### config.mk
export PLATFORM = sky130hd
export DESIGN_NAME = text_line_width_measure_flat
export DESIGN_NICKNAME = d
export VERILOG_FILES = /design/src/hw/rtl/tlw_pkg.sv /design/src/hw/rtl/tlw_ifs.sv /design/src/hw/rtl/tlw_ram.sv /design/src/hw/rtl/tlw_glyph_table.sv /design/src/hw/rtl/tlw_row_accum.sv /design/src/hw/rtl/text_line_width_measure.sv /design/src/flat_wrapper.sv
export SDC_FILE = /design/constraint.sdc
export NUM_CORES = 2
export LEC_CHECK = 0
export BUFFER_PORTS_ARGS = -buffer_cell sky130_fd_sc_hd__buf_2
export CAP_MARGIN = 40
export CORE_AREA = 2 2 382 422
export DETAILED_ROUTE_END_ITERATION = 10
export DIE_AREA = 0 0 384 424
export GPL_ROUTABILITY_DRIVEN = 1
export GPL_TIMING_DRIVEN = 1
export MAX_ROUTING_LAYER = met4
export PLACE_DENSITY = 0.73
export SYNTH_ARGS = -nofsm -noshare
export SYNTH_HDL_FRONTEND = slang
export SYNTH_SLANG_ARGS = --single-unit
### constraint.sdc
create_clock -name clock -period 11.45 [get_ports clock]
set_input_delay 1.145 -clock clock [delete_from_list [all_inputs] [get_ports clock]]
set_output_delay 1.145 -clock clock [all_outputs]
set_load 0.05 [all_outputs]
### src/hw/rtl/tlw_pkg.sv
// Shared types and constants of the text line width measure block.
package tlw_pkg;

   localparam int CODE_W   = 7;
   localparam int METRIC_W = 8;
   localparam int OUT_W    = 24;
   localparam int CSR_IDX_W = 2;
   localparam int CSR_DATA_W = 8;
   localparam int SKIP_W   = 4;
   // Width plus kerning needs 10 signed bits, and a left shift adds up to 7.
   localparam int ADV_W    = 17;

   localparam logic [CODE_W-1:0]  CODE_NEWLINE = 7'd10;
   localparam logic [CODE_W-1:0]  CODE_SPACE   = 7'd32;
   localparam logic [CODE_W-1:0]  CODE_COLOR   = 7'd35;
   localparam logic [SKIP_W-1:0]  COLOR_SKIP   = 4'd8;
   localparam logic [OUT_W-1:0]   OUT_MAX      = 24'hFFFFFF;

   localparam logic [7:0] SPACE_WIDTH_RST = 8'd4;
   localparam logic [3:0] SCALE_SHIFT_RST = 4'd0;

   typedef enum logic {
      KIND_LOAD    = 1'b0,
      KIND_MEASURE = 1'b1
   } kind_type;

   typedef enum logic [CSR_IDX_W-1:0] {
      CSR_SPACE_WIDTH = 2'd0,
      CSR_SCALE_SHIFT = 2'd1
   } csr_index_type;

   typedef struct packed {
      logic [METRIC_W-1:0] kerning;
      logic [METRIC_W-1:0] width;
   } glyph_type;

   typedef struct packed {
      logic [7:0] space_width;
      logic [3:0] scale_shift;
   } cfg_type;

   typedef struct packed {
      logic [CODE_W-1:0] char_code;
      logic              last;
   } meas_type;

endpackage

### src/hw/rtl/tlw_ifs.sv
// Channel interfaces of the text line width measure block.
interface tlw_req_if;
   logic                                 valid;
   logic                                 ready;
   logic                                 kind;
   logic [tlw_pkg::CODE_W-1:0]           char_code;
   logic [tlw_pkg::METRIC_W-1:0]         glyph_width;
   logic signed [tlw_pkg::METRIC_W-1:0]  glyph_kerning;
   logic                                 last;

   modport source (output valid, kind, char_code, glyph_width, glyph_kerning, last,
                   input ready);
   modport sink (input valid, kind, char_code, glyph_width, glyph_kerning, last,
                 output ready);
endinterface

interface tlw_rsp_if;
   logic                        valid;
   logic                        ready;
   logic [tlw_pkg::OUT_W-1:0]   max_width;

   modport source (output valid, max_width, input ready);
   modport sink (input valid, max_width, output ready);
endinterface

interface tlw_csr_if;
   logic                             valid;
   logic                             ready;
   logic [tlw_pkg::CSR_IDX_W-1:0]    index;
   logic [tlw_pkg::CSR_DATA_W-1:0]   data;

   modport source (output valid, index, data, input ready);
   modport sink (input valid, index, data, output ready);
endinterface

### src/hw/rtl/tlw_ram.sv
// Generic single write port RAM with a registered read port.
module tlw_ram #(
   parameter int WIDTH = 16,
   parameter int DEPTH = 128
) (
   input  logic                     clock,
   input  logic                     wr_en,
   input  logic [$clog2(DEPTH)-1:0] wr_addr,
   input  logic [WIDTH-1:0]         wr_data,
   input  logic                     rd_en,
   input  logic [$clog2(DEPTH)-1:0] rd_addr,
   output logic [WIDTH-1:0]         rd_data
);

   logic [WIDTH-1:0] mem_ff [DEPTH];
   logic [WIDTH-1:0] rd_data_ff;

   always_ff @(posedge clock) begin
      if (wr_en) begin
         mem_ff[wr_addr] <= wr_data;
      end
      if (rd_en) begin
         rd_data_ff <= mem_ff[rd_addr];
      end
   end

   assign rd_data = rd_data_ff;

endmodule

### src/hw/rtl/tlw_glyph_table.sv
// Glyph metric table: RAM plus per-entry valid bits so unwritten entries read as zero.
module tlw_glyph_table #(
   parameter int GLYPH_COUNT = 128
) (
   input  logic                          clock,
   input  logic                          reset,
   input  logic                          wr_en,
   input  logic [tlw_pkg::CODE_W-1:0]    wr_code,
   input  tlw_pkg::glyph_type            wr_glyph,
   input  logic                          rd_en,
   input  logic [tlw_pkg::CODE_W-1:0]    rd_code,
   output tlw_pkg::glyph_type            rd_glyph
);

   localparam int ADDR_W = $clog2(GLYPH_COUNT);

   logic [GLYPH_COUNT-1:0] valid_ff;
   logic [GLYPH_COUNT-1:0] valid_in;
   logic                   hit_ff;
   logic                   hit_in;
   logic                   wr_in_range;
   logic                   rd_in_range;
   logic [ADDR_W-1:0]      wr_addr;
   logic [ADDR_W-1:0]      rd_addr;
   logic [15:0]            ram_q;

   assign wr_in_range = (int'(wr_code) < GLYPH_COUNT);
   assign rd_in_range = (int'(rd_code) < GLYPH_COUNT);
   assign wr_addr     = ADDR_W'(wr_code);
   assign rd_addr     = ADDR_W'(rd_code);

   always_comb begin
      valid_in = valid_ff;
      if (wr_en && wr_in_range) begin
         valid_in[wr_addr] = 1'b1;
      end
   end

   // Codes beyond the table and entries never loaded read as zero metrics.
   assign hit_in = rd_in_range && valid_ff[rd_addr];

   always_ff @(posedge clock) begin
      if (reset) begin
         valid_ff <= '0;
         hit_ff   <= 1'b0;
      end else begin
         valid_ff <= valid_in;
         if (rd_en) begin
            hit_ff <= hit_in;
         end
      end
   end

   tlw_ram #(
      .WIDTH (16),
      .DEPTH (GLYPH_COUNT)
   ) u_ram (
      .clock   (clock),
      .wr_en   (wr_en && wr_in_range),
      .wr_addr (wr_addr),
      .wr_data (wr_glyph),
      .rd_en   (rd_en),
      .rd_addr (rd_addr),
      .rd_data (ram_q)
   );

   assign rd_glyph = hit_ff ? tlw_pkg::glyph_type'(ram_q) : '0;

   a_load_sets_valid: assert property (@(posedge clock) disable iff (reset)
      (wr_en && wr_in_range) |=> valid_ff[$past(wr_addr)])
      else $error("glyph entry not marked valid after load");

endmodule

### src/hw/rtl/tlw_row_accum.sv
// Row accumulator: scales advances, tracks row sum and widest row, holds the result register.
module tlw_row_accum #(
   parameter int SUM_BITS = 24
) (
   input  logic                         clock,
   input  logic                         reset,
   input  tlw_pkg::cfg_type             cfg,
   input  logic                         item_valid,
   input  tlw_pkg::meas_type            item,
   input  tlw_pkg::glyph_type           glyph,
   output logic                         item_go,
   output logic                         rsp_valid,
   input  logic                         rsp_ready,
   output logic [tlw_pkg::OUT_W-1:0]    rsp_max_width
);

   localparam int SW     = SUM_BITS + 2;
   localparam int WIDE_W = (SUM_BITS > tlw_pkg::OUT_W) ? SUM_BITS : tlw_pkg::OUT_W;
   localparam logic signed [SW-1:0] SAT_HI = SW'((64'sd1 <<< SUM_BITS) - 64'sd1);
   localparam logic signed [SW-1:0] SAT_LO = SW'(-(64'sd1 <<< SUM_BITS));

   logic signed [SUM_BITS:0]          row_sum_ff, row_sum_in;
   logic [SUM_BITS-1:0]               best_ff, best_in;
   logic [tlw_pkg::SKIP_W-1:0]        skip_ff, skip_in;
   logic                              rsp_valid_ff, rsp_valid_in;
   logic [tlw_pkg::OUT_W-1:0]         max_width_ff, max_width_in;

   logic signed [9:0]                 glyph_adv;
   logic signed [tlw_pkg::ADV_W-1:0]  raw_adv;
   logic signed [tlw_pkg::ADV_W-1:0]  adv;
   logic [3:0]                        shr;
   logic signed [SW-1:0]              sum;
   logic signed [SW-1:0]              sat;
   logic signed [SUM_BITS:0]          row_n;
   logic [SUM_BITS-1:0]               best_n;
   logic [tlw_pkg::SKIP_W-1:0]        skip_n;
   logic [SUM_BITS-1:0]               widest;
   logic [WIDE_W-1:0]                 widest_ext;
   logic                              is_space;

   assign item_go = item_valid && (!item.last || !rsp_valid_ff || rsp_ready);

   assign is_space  = (item.char_code == tlw_pkg::CODE_SPACE);
   assign glyph_adv = $signed({{2{glyph.kerning[7]}}, glyph.kerning})
                    + $signed({2'b00, glyph.width});
   assign raw_adv   = is_space ? $signed(tlw_pkg::ADV_W'(cfg.space_width))
                               : tlw_pkg::ADV_W'(glyph_adv);
   assign shr       = 4'(~cfg.scale_shift + 4'd1);

   // Arithmetic right shift rounds toward minus infinity.
   always_comb begin
      if (!cfg.scale_shift[3]) begin
         adv = raw_adv <<< cfg.scale_shift[2:0];
      end else begin
         adv = raw_adv >>> shr;
      end
   end

   assign sum = SW'(row_sum_ff) + SW'(adv);

   always_comb begin
      if (sum > SAT_HI) begin
         sat = SAT_HI;
      end else if (sum < SAT_LO) begin
         sat = SAT_LO;
      end else begin
         sat = sum;
      end
   end

   always_comb begin
      row_n  = row_sum_ff;
      best_n = best_ff;
      skip_n = skip_ff;
      if (skip_ff != '0) begin
         skip_n = skip_ff - 4'd1;
      end else begin
         case (item.char_code)
            tlw_pkg::CODE_NEWLINE: begin
               if (row_sum_ff > $signed({1'b0, best_ff})) begin
                  best_n = SUM_BITS'(row_sum_ff);
               end
               row_n = '0;
            end
            tlw_pkg::CODE_COLOR: begin
               skip_n = tlw_pkg::COLOR_SKIP;
            end
            default: begin
               row_n = (SUM_BITS+1)'(sat);
            end
         endcase
      end
   end

   // The widest row is never negative because the best row starts at zero.
   always_comb begin
      if (row_n > $signed({1'b0, best_n})) begin
         widest = SUM_BITS'(row_n);
      end else begin
         widest = best_n;
      end
      widest_ext = WIDE_W'(widest);
      if (widest_ext > WIDE_W'(tlw_pkg::OUT_MAX)) begin
         max_width_in = tlw_pkg::OUT_MAX;
      end else begin
         max_width_in = tlw_pkg::OUT_W'(widest_ext);
      end
   end

   always_comb begin
      row_sum_in = row_sum_ff;
      best_in    = best_ff;
      skip_in    = skip_ff;
      if (item_go) begin
         if (item.last) begin
            row_sum_in = '0;
            best_in    = '0;
            skip_in    = '0;
         end else begin
            row_sum_in = row_n;
            best_in    = best_n;
            skip_in    = skip_n;
         end
      end
      if (item_go && item.last) begin
         rsp_valid_in = 1'b1;
      end else if (rsp_ready) begin
         rsp_valid_in = 1'b0;
      end else begin
         rsp_valid_in = rsp_valid_ff;
      end
   end

   always_ff @(posedge clock) begin
      if (reset) begin
         row_sum_ff   <= '0;
         best_ff      <= '0;
         skip_ff      <= '0;
         rsp_valid_ff <= 1'b0;
      end else begin
         row_sum_ff   <= row_sum_in;
         best_ff      <= best_in;
         skip_ff      <= skip_in;
         rsp_valid_ff <= rsp_valid_in;
      end
   end

   always_ff @(posedge clock) begin
      if (item_go && item.last) begin
         max_width_ff <= max_width_in;
      end
   end

   assign rsp_valid     = rsp_valid_ff;
   assign rsp_max_width = max_width_ff;

   a_skip_bound: assert property (@(posedge clock) disable iff (reset)
      skip_ff <= tlw_pkg::COLOR_SKIP)
      else $error("color skip count out of range");

   a_no_overwrite: assert property (@(posedge clock) disable iff (reset)
      !(item_go && item.last && rsp_valid_ff && !rsp_ready))
      else $error("result register overwritten while held");

   a_end_clears: assert property (@(posedge clock) disable iff (reset)
      (item_go && item.last) |=> (row_sum_ff == '0 && best_ff == '0 && skip_ff == '0))
      else $error("string state not cleared after last item");

endmodule

### src/hw/rtl/text_line_width_measure.sv
// Top level of the text line width measure block.
//
//   channel  direction  handshake        payload
//   req_ch   in         valid / ready    kind, char_code, glyph_width, glyph_kerning, last
//   rsp_ch   out        valid / ready    max_width
//   csr_ch   in         valid / ready    index, data
//
// One item is taken per cycle while no held result stalls a last item. A load writes the glyph
// RAM at its accept edge; a measure reads the RAM at its accept edge and updates the row as it
// leaves the stage register, and the result of a last item is registered at that same edge.
// The loop that bounds the rate is the row sum update: one shift, add and saturate per cycle.
// Reset is synchronous, clears the glyph valid bits, the row state and the valid flags, and loads the config defaults.
// A held result stalls the input only when the item in flight is itself a last item.
module text_line_width_measure #(
   parameter int GLYPH_COUNT = 128,
   parameter int SUM_BITS    = 24
) (
   input logic        clock,
   input logic        reset,
   tlw_req_if.sink    req_ch,
   tlw_rsp_if.source  rsp_ch,
   tlw_csr_if.sink    csr_ch
);

   tlw_pkg::cfg_type   cfg_ff, cfg_in;
   tlw_pkg::meas_type  s1_item_ff;
   logic               s1_valid_ff, s1_valid_in;
   logic               s1_go;
   logic               accept;
   logic               accept_load;
   logic               accept_meas;
   tlw_pkg::glyph_type glyph_wr;
   tlw_pkg::glyph_type glyph_rd;

   assign csr_ch.ready = 1'b1;

   always_comb begin
      cfg_in = cfg_ff;
      if (csr_ch.valid) begin
         case (csr_ch.index)
            tlw_pkg::CSR_SPACE_WIDTH: cfg_in.space_width = csr_ch.data;
            tlw_pkg::CSR_SCALE_SHIFT: cfg_in.scale_shift = csr_ch.data[3:0];
            default: cfg_in = cfg_ff;
         endcase
      end
   end

   assign req_ch.ready = !s1_valid_ff || s1_go;
   assign accept       = req_ch.valid && req_ch.ready;
   assign accept_load  = accept && (req_ch.kind == tlw_pkg::KIND_LOAD);
   assign accept_meas  = accept && (req_ch.kind == tlw_pkg::KIND_MEASURE);

   assign glyph_wr.width   = req_ch.glyph_width;
   assign glyph_wr.kerning = req_ch.glyph_kerning;

   always_comb begin
      if (accept_meas) begin
         s1_valid_in = 1'b1;
      end else if (s1_go) begin
         s1_valid_in = 1'b0;
      end else begin
         s1_valid_in = s1_valid_ff;
      end
   end

   always_ff @(posedge clock) begin
      if (reset) begin
         cfg_ff.space_width <= tlw_pkg::SPACE_WIDTH_RST;
         cfg_ff.scale_shift <= tlw_pkg::SCALE_SHIFT_RST;
         s1_valid_ff        <= 1'b0;
      end else begin
         cfg_ff      <= cfg_in;
         s1_valid_ff <= s1_valid_in;
      end
   end

   always_ff @(posedge clock) begin
      if (accept_meas) begin
         s1_item_ff.char_code <= req_ch.char_code;
         s1_item_ff.last      <= req_ch.last;
      end
   end

   tlw_glyph_table #(
      .GLYPH_COUNT (GLYPH_COUNT)
   ) u_glyph_table (
      .clock    (clock),
      .reset    (reset),
      .wr_en    (accept_load),
      .wr_code  (req_ch.char_code),
      .wr_glyph (glyph_wr),
      .rd_en    (accept_meas),
      .rd_code  (req_ch.char_code),
      .rd_glyph (glyph_rd)
   );

   tlw_row_accum #(
      .SUM_BITS (SUM_BITS)
   ) u_row_accum (
      .clock         (clock),
      .reset         (reset),
      .cfg           (cfg_ff),
      .item_valid    (s1_valid_ff),
      .item          (s1_item_ff),
      .glyph         (glyph_rd),
      .item_go       (s1_go),
      .rsp_valid     (rsp_ch.valid),
      .rsp_ready     (rsp_ch.ready),
      .rsp_max_width (rsp_ch.max_width)
   );

   a_stall_has_item: assert property (@(posedge clock) disable iff (reset)
      !req_ch.ready |-> (s1_valid_ff && s1_item_ff.last && rsp_ch.valid))
      else $error("input stalled without a held last item");

endmodule
### src/flat_wrapper.sv
// flat-port wrapper written by rule: the top's interface ports become plain ports
module text_line_width_measure_flat 
#(
   parameter int GLYPH_COUNT = 128,
   parameter int SUM_BITS    = 24
)
  (clock, reset, req_ch_valid, req_ch_kind, req_ch_char_code, req_ch_glyph_width, req_ch_glyph_kerning, req_ch_last, req_ch_ready, rsp_ch_valid, rsp_ch_max_width, rsp_ch_ready, csr_ch_valid, csr_ch_index, csr_ch_data, csr_ch_ready);
  tlw_req_if req_ch_i ();
  tlw_rsp_if rsp_ch_i ();
  tlw_csr_if csr_ch_i ();
  input logic clock;
  input logic reset;
  input wire logic [$bits(req_ch_i.valid)-1:0] req_ch_valid;
  input wire logic [$bits(req_ch_i.kind)-1:0] req_ch_kind;
  input wire logic [$bits(req_ch_i.char_code)-1:0] req_ch_char_code;
  input wire logic [$bits(req_ch_i.glyph_width)-1:0] req_ch_glyph_width;
  input wire logic [$bits(req_ch_i.glyph_kerning)-1:0] req_ch_glyph_kerning;
  input wire logic [$bits(req_ch_i.last)-1:0] req_ch_last;
  output wire logic [$bits(req_ch_i.ready)-1:0] req_ch_ready;
  output wire logic [$bits(rsp_ch_i.valid)-1:0] rsp_ch_valid;
  output wire logic [$bits(rsp_ch_i.max_width)-1:0] rsp_ch_max_width;
  input wire logic [$bits(rsp_ch_i.ready)-1:0] rsp_ch_ready;
  input wire logic [$bits(csr_ch_i.valid)-1:0] csr_ch_valid;
  input wire logic [$bits(csr_ch_i.index)-1:0] csr_ch_index;
  input wire logic [$bits(csr_ch_i.data)-1:0] csr_ch_data;
  output wire logic [$bits(csr_ch_i.ready)-1:0] csr_ch_ready;
  assign req_ch_i.valid = req_ch_valid;
  assign req_ch_i.kind = req_ch_kind;
  assign req_ch_i.char_code = req_ch_char_code;
  assign req_ch_i.glyph_width = req_ch_glyph_width;
  assign req_ch_i.glyph_kerning = req_ch_glyph_kerning;
  assign req_ch_i.last = req_ch_last;
  assign req_ch_ready = req_ch_i.ready;
  assign rsp_ch_valid = rsp_ch_i.valid;
  assign rsp_ch_max_width = rsp_ch_i.max_width;
  assign rsp_ch_i.ready = rsp_ch_ready;
  assign csr_ch_i.valid = csr_ch_valid;
  assign csr_ch_i.index = csr_ch_index;
  assign csr_ch_i.data = csr_ch_data;
  assign csr_ch_ready = csr_ch_i.ready;
  text_line_width_measure #(.GLYPH_COUNT(GLYPH_COUNT), .SUM_BITS(SUM_BITS)) u_core (.clock(clock), .reset(reset), .req_ch(req_ch_i), .rsp_ch(rsp_ch_i), .csr_ch(csr_ch_i));
endmodule
==> impl_results.md <==
* Met1 Use GR at 0.4395
* Core ar. at 159000 sq um
* Resize count post-CTS at 0
* Post-synth top flop: edfxtp_1
* Remaining antenna violation count at 0
* Number of synthesized register bits at 2292
* Drt first-iter violations at 9605
* Synth Area per Inst at 15.76 sq um
* Total Wirelength at 272900 um
* DRT Pass-1 Iters at 8
* Setup Fix Bufs, Post-CTS at 0
* Maximum VDD drop at 0.1728 mV
* Die area at 162800 sq um
* GRT overflow at 0
* CP dominant cell by count: a21oi_1
* Synth top area share at 0.7136
* Initial core utilization at 0.5548
* Slew of the pin with the lowest slew margin at 1.073 ns
* Slew headroom at 0.2768
* Post-route insts no fill at 8112
* Outcome: finished, final reports clean
* TritonCTS clock tree: built
* Routability Congestion at 0.9836
* CP endpoint kind: flip-flop
* Syn Nets at 5724
* # Max-Cap Violations at 0
* Global routing usage on met2 at 0.4921
* Height of the die at 424 um
* Dpl hpwl at 163800 um
* Most instantiated cells after synthesis: edfxtp_1, a22oi_1, nor2_1
* Asr flop ratio synth at 0
* Post-synth EDFFs at 2096
* Startpoint type of the worst setup path: flip-flop
* Nets at 5938
* Worst clock skew at 0.02807 ns
* CP Max Fanout at 24
* Number of global-route vias before repair at 52990
* Total CTS buffers at 210
* RSZ-0062 raised after global routing: false
* Ports at 67
* First-pass GRT wire length at 386600 um
* Max stage delay on crit path at 0.56 ns
* Min cycle time layout at 9.163 ns
* Drc violations at 0
* Max-slew violations at 0
* Syn Inst Count at 5597
* Largest net degree at the start of global routing at 101
* Global routing's busiest layer: met2
* Num rows at 154
* Clk root buf: clkbuf_16
* Hold_buf cts at 0
* Sequential share of the synthesized area at 0.7581
* Mapped Area at 88200 sq um
* Comb pwr share at 0.060
* Hold Path Class: reg -> reg
* CP Class: reg -> reg
* Int Power at 13.52 mW
* Total GRT Usage at 0.3410
* Post-synthesis cell type count at 90
* Vias per cell at 7.035
* Final period util at 0.8002
* TritonCTS sink count at 2292
* Pwr dens at 173.9 nW/um^2
* Critical path arrival at 9.85 ns
* Slowest CP cell: o311a_2
* CTS clock-pin slew for the worst setup and hold paths at 0.06 ns
* Final TNS setup at 0 ns
* Flop pwr share at 0.529
* Final Setup Violations at 0
* Worst-Skew Late Latency at 0.87 ns
* Buffers added on ports at 65
* Leakage at 31.97 nW
* GR Util met3 at 0.09411
* Synth area leaders: edfxtp_1, a22oi_1, dfxtp_1
* Via count at 57070
* Share of cells above drive strength 1 at 0.1376
* Initial antenna violation count at 13
* Net Sw Power at 3.842 mW
* Final Hold Viols at 0
* Synth area leader: edfxtp_1
* Routed len/inst at 33.64 um
* Net Sw Frac at 0.2213
* CP required at 12.13 ns
* Synthesis warning total at 0
* Area Growth Syn to Fin at 13.19%
* Longest Clk Path Bufs at 3
* Cells after DPL at 7697
* Chip Width at 384 um
* Max Freq at 0.1091 GHz
* Dominant cell by count in the synthesized netlist: edfxtp_1
* CTS H-tree depth at 4
* Clock power share at 0.411
through the flow:
stage	area [sq um]	util	hold WS, ns	power, mW	setup WS, ns
floorplan	88200	-	0.4346	9.853	3.791
global placement	91870	0.5779	0.4454	10.33	1.632
detailed placement	92660	0.5829	0.4577	10.36	2.457
CTS	99750	0.6275	0.4725	17.34	2.415
global route	99830	0.6280	0.4861	17.74	1.701
finish	99830	0.6280	0.4708	17.36	2.287
cell type report:
| cell class | count | area [sq um] |
|---|---|---|
| clock buffers | 286 | 5981 |
| clock inverters | 109 | 1114 |
| fillers | 10980 | 59130 |
| well taps | 2106 | 2635 |
| diodes | 12 | 30.03 |
| repair buffers | 362 | 3088 |
| inverters | 46 | 172.7 |
| multi-input cells | 2899 | 19950 |
| flip-flops and latches | 2292 | 66860 |
path summary, 6_finish.rpt:
check / start / endpoint / slack, ns / cells after the start
worst max register to register: u_core.u_glyph_table.hit_ff$_SDFFE_PP0P_ / u_core.u_row_accum.rsp_max_width[22]$_SDFFCE_PN1P_ / 2.29 / 30
worst max-delay path: u_core.u_glyph_table.hit_ff$_SDFFE_PP0P_ / u_core.u_row_accum.rsp_max_width[22]$_SDFFCE_PN1P_ / 2.29 / 30
worst min register to register: u_core.u_glyph_table.valid_ff[64]$_SDFFE_PP0P_ / u_core.u_glyph_table.valid_ff[64]$_SDFFE_PP0P_ / 0.47 / 2
worst min-delay path: u_core.u_glyph_table.valid_ff[64]$_SDFFE_PP0P_ / u_core.u_glyph_table.valid_ff[64]$_SDFFE_PP0P_ / 0.47 / 2
cells by family after synthesis:
kind of cell / count (synthesis) / synth area share
xor+xnor: 25 / 0.002483
compound gates: 1690 / 0.1437
simple gates: 977 / 0.04962
fa+ha+maj: 91 / 0.01297
other cells: 1 / 0.00004252
flops: 2292 / 0.7581
buf+inv: 406 / 0.01797
mux: 115 / 0.01507
power groups by stage:
stage	combinational (mW)	clock, mW	sequential [mW]
after global routing	1.06	7.49	9.18
after global placement	0.962	0	9.37
final	1.03	7.14	9.19
after CTS	0.992	7.16	9.19
after detailed placement	0.989	0	9.37
after floorplan	0.478	0	9.37
flip-flops by register name, summed over array words and instances (netlist names):
| name | cells |
|---|---|
| u_core.u_row_accum.rsp_max_width | 24 |
| u_core.s1_valid_ff | 1 |
| u_core.u_row_accum.best_ff | 24 |
| u_core.u_glyph_table.hit_ff | 1 |
| u_core.s1_item_ff | 8 |
| u_core.u_row_accum.row_sum_ff | 25 |
| u_core.u_row_accum.skip_ff | 4 |
| u_core.u_glyph_table.u_ram.mem_ff | 2048 |
| u_core.u_glyph_table.valid_ff | 128 |
| u_core.u_row_accum.rsp_valid | 1 |
| u_core.u_glyph_table.u_ram.rd_data | 16 |
| u_core.cfg_ff | 12 |
worst max-delay path: cells and delay by family, from the launching register on:
| family | cells | cell delay, ns |
|---|---|---|
| flops | 1 | 0.42 |
| simple gates | 8 | 1.65 |
| compound gates | 16 | 5.32 |
| buf+inv | 1 | 0.21 |
| fa+ha+maj | 4 | 1.22 |
| mux | 1 | 0.16 |
cells in the final DEF (no fill, tap or decap), drive strengths merged, types with 37 or more instances in the layout:
cell type	netlist	layout
mux2i	54	54
edfxtp	2096	2096
inv	43	50
nor2	547	547
o21ai	99	99
a21oi	149	149
clkbuf	233	291
nand4	82	82
clkinv	3	80
a31oi	121	121
a41oi	37	37
a22o	185	185
buf	127	356
a22oi	659	659
mux2	52	52
ha	85	85
nand2	138	138
nand3	57	57
dfxtp	196	196
a221oi	216	216
layer usage:
layer,up-vias,share of wire
met4,0,0.064
met5,-,0
met2,4594,0.45
met1,28340,0.35
met3,818,0.14
li1,23320,-
(Power assumes the default switching activity.)
